**src/hw/rtl/ddo_pkg.sv**
```systemverilog
`timescale 1ns / 1ps
`default_nettype none
// ----------------------------------------------------------------------------
// ddo_pkg: shared types, constants and helpers for the odometry block
// Holds the arctangent table, saturation helper and register indexes.
// ----------------------------------------------------------------------------
package ddo_pkg;

  localparam int unsigned MagW   = 64;
  localparam int unsigned MulW   = 32;
  localparam int unsigned ProdW  = MagW + MulW;
  localparam int unsigned CordW  = 34;

  localparam logic [31:0] AngleUnitsPerRad = 32'd683565276;
  localparam logic [31:0] CordicGain       = 32'd652032874;

  // Configuration register indexes
  localparam logic [1:0] RegTickDivide     = 2'd0;
  localparam logic [1:0] RegStepDistance   = 2'd1;
  localparam logic [1:0] RegReportInterval = 2'd2;
  localparam logic [1:0] RegInvTrackWidth  = 2'd3;

  typedef struct packed {
    logic busy;
    logic done;
  } unit_status_t;

  // atan(2^-i) as a fraction of a full turn scaled by 2^32
  function automatic logic [31:0] atan_turns(input logic [4:0] idx);
    logic [31:0] v;
    case (idx)
      5'd0:  v = 32'd536870912;
      5'd1:  v = 32'd316933406;
      5'd2:  v = 32'd167458907;
      5'd3:  v = 32'd85004756;
      5'd4:  v = 32'd42667331;
      5'd5:  v = 32'd21354465;
      5'd6:  v = 32'd10679838;
      5'd7:  v = 32'd5340245;
      5'd8:  v = 32'd2670163;
      5'd9:  v = 32'd1335087;
      5'd10: v = 32'd667544;
      5'd11: v = 32'd333772;
      5'd12: v = 32'd166886;
      5'd13: v = 32'd83443;
      5'd14: v = 32'd41722;
      5'd15: v = 32'd20861;
      5'd16: v = 32'd10430;
      5'd17: v = 32'd5215;
      5'd18: v = 32'd2608;
      5'd19: v = 32'd1304;
      5'd20: v = 32'd652;
      5'd21: v = 32'd326;
      5'd22: v = 32'd163;
      5'd23: v = 32'd81;
      5'd24: v = 32'd41;
      5'd25: v = 32'd20;
      5'd26: v = 32'd10;
      5'd27: v = 32'd5;
      5'd28: v = 32'd3;
      5'd29: v = 32'd1;
      5'd30: v = 32'd1;
      default: v = 32'd0;
    endcase
    return v;
  endfunction

  // Magnitude of a 64-bit two's complement value
  function automatic logic [63:0] abs64(input logic [63:0] v);
    return v[63] ? (64'd0 - v) : v;
  endfunction

  // Shift a magnitude product right, clamp to a signed width, apply sign
  function automatic logic [63:0] sat_scale(input logic neg, input logic [ProdW-1:0] prod,
                                            input logic [6:0] sh, input logic [6:0] bits);
    logic [ProdW-1:0] shv;
    logic [ProdW-1:0] lim;
    logic [ProdW-1:0] cap;
    shv = prod >> sh;
    lim = (ProdW'(1) << (bits - 7'd1)) - ProdW'(1);
    cap = neg ? (lim + ProdW'(1)) : lim;
    if (shv > cap) shv = cap;
    return neg ? (64'd0 - shv[63:0]) : shv[63:0];
  endfunction

endpackage
`default_nettype wire

```
**src/hw/rtl/ddo_cordic.sv**
```systemverilog
`timescale 1ns / 1ps
`default_nettype none
// ----------------------------------------------------------------------------
// ddo_cordic: iterative rotation unit
// Gives cosine and sine of a binary angle, one micro-rotation per cycle.
// ----------------------------------------------------------------------------
module ddo_cordic
  import ddo_pkg::*;
#(
  parameter int unsigned STEPS = 16
) (
  input  wire logic                    clk_i,
  input  wire logic                    rst_ni,
  input  wire logic                    start_i,
  input  wire logic        [31:0]      angle_i,
  output logic signed      [CordW-1:0] cos_o,
  output logic signed      [CordW-1:0] sin_o,
  output unit_status_t                 status_o
);

  localparam int unsigned CntW = $clog2(STEPS + 1);

  logic                    busy_q;
  logic                    done_q;
  logic [CntW-1:0]         i_q;
  logic                    flip_q;
  logic signed [CordW-1:0] x_q;
  logic signed [CordW-1:0] y_q;
  logic signed [CordW-1:0] z_q;
  logic signed [CordW-1:0] xs;
  logic signed [CordW-1:0] ys;
  logic signed [CordW-1:0] at;
  logic                    flip;
  logic [31:0]             folded;

  assign flip   = angle_i[31] ^ angle_i[30];
  assign folded = angle_i ^ {flip, 31'd0};
  assign xs     = x_q >>> i_q;
  assign ys     = y_q >>> i_q;
  assign at     = signed'({2'b00, atan_turns(5'(i_q))});

  always_ff @(posedge clk_i or negedge rst_ni) begin
    if (!rst_ni) begin
      busy_q <= 1'b0;
      done_q <= 1'b0;
      i_q    <= '0;
    end else if (start_i) begin
      busy_q <= 1'b1;
      done_q <= 1'b0;
      i_q    <= '0;
    end else if (busy_q) begin
      if (i_q == CntW'(STEPS)) begin
        busy_q <= 1'b0;
        done_q <= 1'b1;
      end else begin
        i_q <= i_q + CntW'(1);
      end
    end
  end

  always_ff @(posedge clk_i) begin
    if (start_i) begin
      x_q    <= signed'({2'b00, CordicGain});
      y_q    <= '0;
      z_q    <= CordW'(signed'(folded));
      flip_q <= flip;
    end else if (busy_q && (i_q != CntW'(STEPS))) begin
      if (!z_q[CordW-1]) begin
        x_q <= x_q - ys;
        y_q <= y_q + xs;
        z_q <= z_q - at;
      end else begin
        x_q <= x_q + ys;
        y_q <= y_q - xs;
        z_q <= z_q + at;
      end
    end
  end

  assign cos_o         = flip_q ? -x_q : x_q;
  assign sin_o         = flip_q ? -y_q : y_q;
  assign status_o.busy = busy_q;
  assign status_o.done = done_q;

endmodule
`default_nettype wire

```
**config.mk**
```make
export PLATFORM = sky130hd
export DESIGN_NAME = ddo_cordic
export DESIGN_NICKNAME = d
export VERILOG_FILES = /design/src/hw/rtl/ddo_pkg.sv /design/src/hw/rtl/ddo_cordic.sv
export SDC_FILE = /design/constraint.sdc
export NUM_CORES = 1
export LEC_CHECK = 0
export ABC_AREA = 1
export BUFFER_PORTS_ARGS = -buffer_cell sky130_fd_sc_hd__clkbuf_2
export CAP_MARGIN = 20
export CELL_PAD_IN_SITES_DETAIL_PLACEMENT = 0
export CELL_PAD_IN_SITES_GLOBAL_PLACEMENT = 2
export CORE_MARGIN = 1
export CORE_UTILIZATION = 37
export CTS_CLUSTER_DIAMETER = 40
export DETAILED_ROUTE_END_ITERATION = 8
export GPL_TIMING_DRIVEN = 1
export PLACE_DENSITY_LB_ADDON = 0.1
export SLEW_MARGIN = 30
export SYNTH_ARGS = -nofsm -noshare
export SYNTH_HDL_FRONTEND = slang
export SYNTH_SLANG_ARGS = --single-unit
```
**constraint.sdc**
```tcl
create_clock -name clk_i -period 14.9 [get_ports clk_i]
set_input_delay 0.745 -clock clk_i [delete_from_list [all_inputs] [get_ports clk_i]]
set_output_delay 0.745 -clock clk_i [all_outputs]
set_load 0.005 [all_outputs]
```
Word-level counts from Yosys, hierarchy flattened
Memory sizes are Yosys's and may differ from the RTL's.
Index checks and enable logic that the tools add are counted.
- register bits after elaboration: 110
- memory bits (read-only): 960
- bits of input ports: 35
- output and inout bits: 70
- logic and storage cells: 46
- memories kept: 1
- add/sub/neg operators: 9
- equality and inequality tests: 3
- shifts and indexed selects: 2
- muxes and demuxes: 16
- bitwise gates (word level): 2
- reductions and logical operators: 6
- memory list (memory ; depth ; bits a word ; rd ports ; clocked after memory_dff ; write ports ; line ; text):
    (name not given) ; 32 ; 30 ; 1 ; 0 ; 0 ; ddo_pkg.sv:31 ; case (idx)
- operators by type and width (operator ; count):
    $mux W34 ; 7
    $add A34 B34 Y34 ; 2
    $neg A34 Y34 ; 2
    $sshr A34 B5 Y34 ; 2
    $sub A34 B34 Y34 ; 2
    $add A34 B33 Y34 ; 1
    $sub A34 B33 Y34 ; 1
    $xor A32 B32 Y32 ; 1
    $mux W5 ; 3
    $mux W1 ; 6
    $reduce_bool A2 Y1 ; 3
    $add A5 B1 Y5 const B ; 1
    $eq A5 B5 Y1 const B ; 1
    $ne A5 B5 Y1 const B ; 1
    $reduce_and A2 Y1 ; 2
    $ne A2 B2 Y1 const B ; 1
    $logic_and A1 B1 Y1 ; 1
    $xor A1 B1 Y1 ; 1

Depth between registers and ports, before layout
An unclocked memory read counts as a cell.
- depth in word-level cells: 5
- depth in mapped cells: 38
- depth with buffers taken out: 37

Least setup slack after synthesis
OpenSTA, ideal clock, no wires.
- path type: register to register
- start point: register i_q[1]
- end point: register z_q[33] (data pin)
- setup time: 256 ps
- data arrival time: 4427 ps
- required time: 14644 ps
- path slack: 10217 ps
- cell stages (with the launch flop): 33
- buffers on the path: 2
- clock period less this slack: 4683 ps
- cells stage by stage: dfrtp_1 -> buf_6 -> clkinv_2 -> buf_2 -> ha_1 -> inv_1 -> nor2_1 -> inv_2 -> nand4_1 -> o21ai_1 -> or2_1 -> inv_1 -> ha_1 -> inv_1 -> nor3_2 -> nand2_1 -> nor2_2 -> nand3_2 -> nor2_2 -> nand3_2 -> nand2_1 -> xnor2_1 -> ha_1 -> nand2_1 -> o21ai_0 -> a21oi_1 -> o21ai_0 -> nand4_1 -> and2_1 -> o21ai_0 -> a21oi_1 -> o21ai_1 -> nand2_1
- word-level cells in the longest chain between the ends: 5
- elaborated cells on any way between the ends: 6
- those cells by class: 2 x add/sub; 3 x mux; 1 x memory
- RTL lines (item ; line ; text):
    from (decl) ; ddo_cordic.sv:25 ; logic [CntW-1:0] i_q;
    from (signal assigned) ; ddo_cordic.sv:56 ; i_q <= i_q + CntW'(1);
    $mem_v2 Z32 W30 (*) ; - ;
    $sub A34 B33 Y34 / $add A34 B33 Y34 (equally long branches) ; ddo_cordic.sv:71, ddo_cordic.sv:75 ;
    $mux W34 (*) ; ddo_cordic.sv:68 ; if (!z_q[CordW-1]) begin
    $mux W34 (*) ; ddo_cordic.sv:67 ; end else if (busy_q && (i_q != CntW'(STEPS))) begin
    $mux W34 (*) ; ddo_cordic.sv:62 ; if (start_i) begin
    to (signal assigned) ; ddo_cordic.sv:65 ; z_q <= CordW'(signed'(folded));
    to (signal assigned) ; ddo_cordic.sv:71 ; z_q <= z_q - at;
    to (signal assigned) ; ddo_cordic.sv:75 ; z_q <= z_q + at;
    to (decl) ; ddo_cordic.sv:29 ; logic signed [CordW-1:0] z_q;
Every way passes the cells marked *; elsewhere a longest branch is shown, timed or not. The select of a mux whose other input is x is not followed.
A chain may end at the register's enable or synchronous reset.

Final worst setup path
- start point: register i_q[0]
- end point: register z_q[33] (data pin)
The elaborated chain is that of the path after synthesis.

==> impl_metrics.ini <==
[global_route]
grt_pass1_wl_um = 105000
grt_usage_pct = 27.3
antenna_found_initial = 0
grt_max_degree = 79
grt_overflow = 0
grt_use_met1_pct = 37.9
busiest_layer = met2
grtUsageMet3_pct = 5.10
gr-usage-met2_pct = 42.9
grt_pass1_vias = 18868

[critical_path]
crit_buf_inv = 5
endpoint_kind = flop
arrival_ps = 6770
slowest_delay_ps = 640
cp_top_family = simple AND/OR/NAND/NOR gates
required_ps = 15070
worstRegToRegCells = 30
path_class = flop to flop
crit_path_top_delay_cell = buf_4
cp_common_cell = nand2_1
critPathMaxFanout = 78
critPathLaunchType = flop
rrSetupSlack_ps = 8300
reg2reg_to = z_q[33]
r2r_start = i_q[0]

[drt]
ant_nets = 0
drtPass1Iterations = 5
wl_um = 68300
drt_iter0_drc = 1432
via_count = 19787
drc_errors = 0
viasPerCell = 5.37
wire_per_inst_um = 18.5

[synthesis]
synthFlopType = dfxtp_1
synthesis.area_mm2 = 0.0179
synth_cells = 3057
synth_edf_count = 35
ys_ff_latch = 110
syn-num-nets = 3209
async_reset_ff_share_pct = 6.36
seq_area_frac_synth_pct = 14.4
synth_area_per_cell_um2 = 5.87
yosys.cell_types.count = 65
synth_warnings = 0

[pwr]
peakVddDrop_uv = 111
seqPwrFrac_pct = 13.0
power_per_cell_area_mw_per_mm2 = 283
p_sw_share_pct = 58.6
internal_power_w = 0.00223
combPwrFrac_pct = 81.4
leakage_nw = 9.82
power.share.clock_pct = 5.6
p_sw_w = 0.00315

[layout]
layout_common_cells = 863 x nand2_1, 367 x nand3_1, 311 x inv_1, 243 x nor2_1, 207 x a21oi_1
finalNonFillerCells = 3686
fill_cells = 5463
syn2layout_area_growth_pct = 6.01
finalNetCount = 3218
final_common_cell = nand2_1
final_util_pct = 39.8
n_antenna_cell = 0
layout-drive-gt1-share_pct = 9.93

[placement]
place_hpwl_um = 53800
portBuffers = 104
gp_congestion = 0.918
dp_cells = 3670

[sta]
tightest_slew_ps = 997
hold_slack_ps = 177
timing_hold_violations_final = 0
final-max-slew-violation-count = 0
fin_crit_sh_pct = 44.3
setup_viol = 0
max_freq_mhz = 152
tns_ps = 0
rsz0062_at_grt = false
fin_skew_ps = 17.4
fin_crit_ps = 6600
slew_headroom_pct = 33.3

[clock_tree]
cts_buffers = 9
cts_tree = yes
clock-root-buffer = clkbuf_16
insertion_delay_ps = 410
cts_sinks = 110
path_clk_slew_ps = 90
cts_resized = 0
clock_path_buffers = 2
ctsHoldBuffers = 0
h-tree-depth = 3
post-cts-setup-buffers = 0

[flow_run]
cap_violations = 0

[die]
rows = 80
dieHeight_um = 222
io-pin-count = 105
die-area_mm2 = 0.0493
fp.dieW_um = 222
start_util_pct = 37.6
core_mm2 = 0.0477

[status]
status = complete, no violations

[min_path]
hold_path_class = primary input to asynchronous set/reset pin
## worst max-delay path by stage
stage	startpoint	end	cells after the start
finish	i_q[0]	z_q[33]	30
global route	i_q[0]	z_q[28]	33
CTS	i_q[1]	z_q[33]	31
detailed placement	i_q[1]	z_q[33]	31
global placement	i_q[1]	z_q[33]	31
floorplan	i_q[1]	z_q[33]	32
## power by group through the flow
stage	clock network, W	logic [W]	registers (W)
floorplan	0	0.00333	0.000578
global placement	0	0.00432	0.000695
detailed placement	0	0.00434	0.000694
CTS	0.000310	0.00436	0.000689
global route	0.000317	0.00496	0.000711
finish	0.000301	0.00438	0.000697
## metrics by stage
step / setup slack [ps] / area [um^2] / power (W)
floorplan: 10220 / 17900 / 0.00391
global placement: 7950 / 18700 / 0.00502
detailed placement: 7870 / 18700 / 0.00503
CTS: 7820 / 19000 / 0.00536
global route: 7920 / 19000 / 0.00599
finish: 8300 / 19000 / 0.00537
## sequential cells by signal, indices dropped and copies added, names as in the netlist
register	count
y_q	34
z_q	34
x_q	34
i_q	5
busy_q	1
flip_q	1
done_q	1
## cell usage after synthesis (10+ instances only)
cell	count	area [um^2]
nor3_1	30	150
buf_4	11	82.6
dfxtp_1	68	1360
nand3_2	24	240
a31oi_1	25	156
o21ai_0	144	721
a21oi_1	207	1040
nor2_1	244	916
or2_2	27	169
nand3_1	367	1840
clkbuf_1	48	180
nor4_1	10	62.6
nand2_1	864	3240
xor2_1	137	1200
edfxtp_1	35	1050
buf_2	32	160
o21ai_1	23	115
inv_1	312	1170
ha_1	114	1430
a21o_1	11	82.6
nor2_2	22	138
inv_2	34	128
xnor2_1	56	490
buf_1	16	60.1
nand4_1	25	156
nand2_2	26	163
o211ai_1	15	113
buf_6	18	203
## layout make-up
| cell class | instances | area [um^2] | area share, % |
|---|---|---|---|
| Multi-Input combinational cell | 2471 | 13300 | 70.1 |
| Sequential cell | 110 | 2590 | 13.6 |
| Inverter | 349 | 1310 | 6.90 |
| Tap cell | 615 | 769 | 4.05 |
| Timing Repair Buffer | 125 | 681 | 3.58 |
| Clock buffer | 11 | 243 | 1.28 |
| Clock inverter | 5 | 88.8 | 0.467 |
## metal layers
| layer | routed length, um | vias to the layer above |
|---|---|---|
| met5 | 0 | - |
| met4 | 1520 | 0 |
| met3 | 3770 | 67 |
| met2 | 29600 | 470 |
| met1 | 33400 | 9163 |
| li1 | - | 10087 |
## cells by family after synthesis
group,count (synthesis),share of synthesized area (%)
AO/OA/AOI/OAI,498,15.8
flip-flops,110,14.4
AND/OR/NAND/NOR,1663,40.7
buffers and inverters,476,11.3
adder cells (fa/ha/maj),117,8.29
XOR/XNOR,193,9.43
Power figures use the tool's default switching activity.
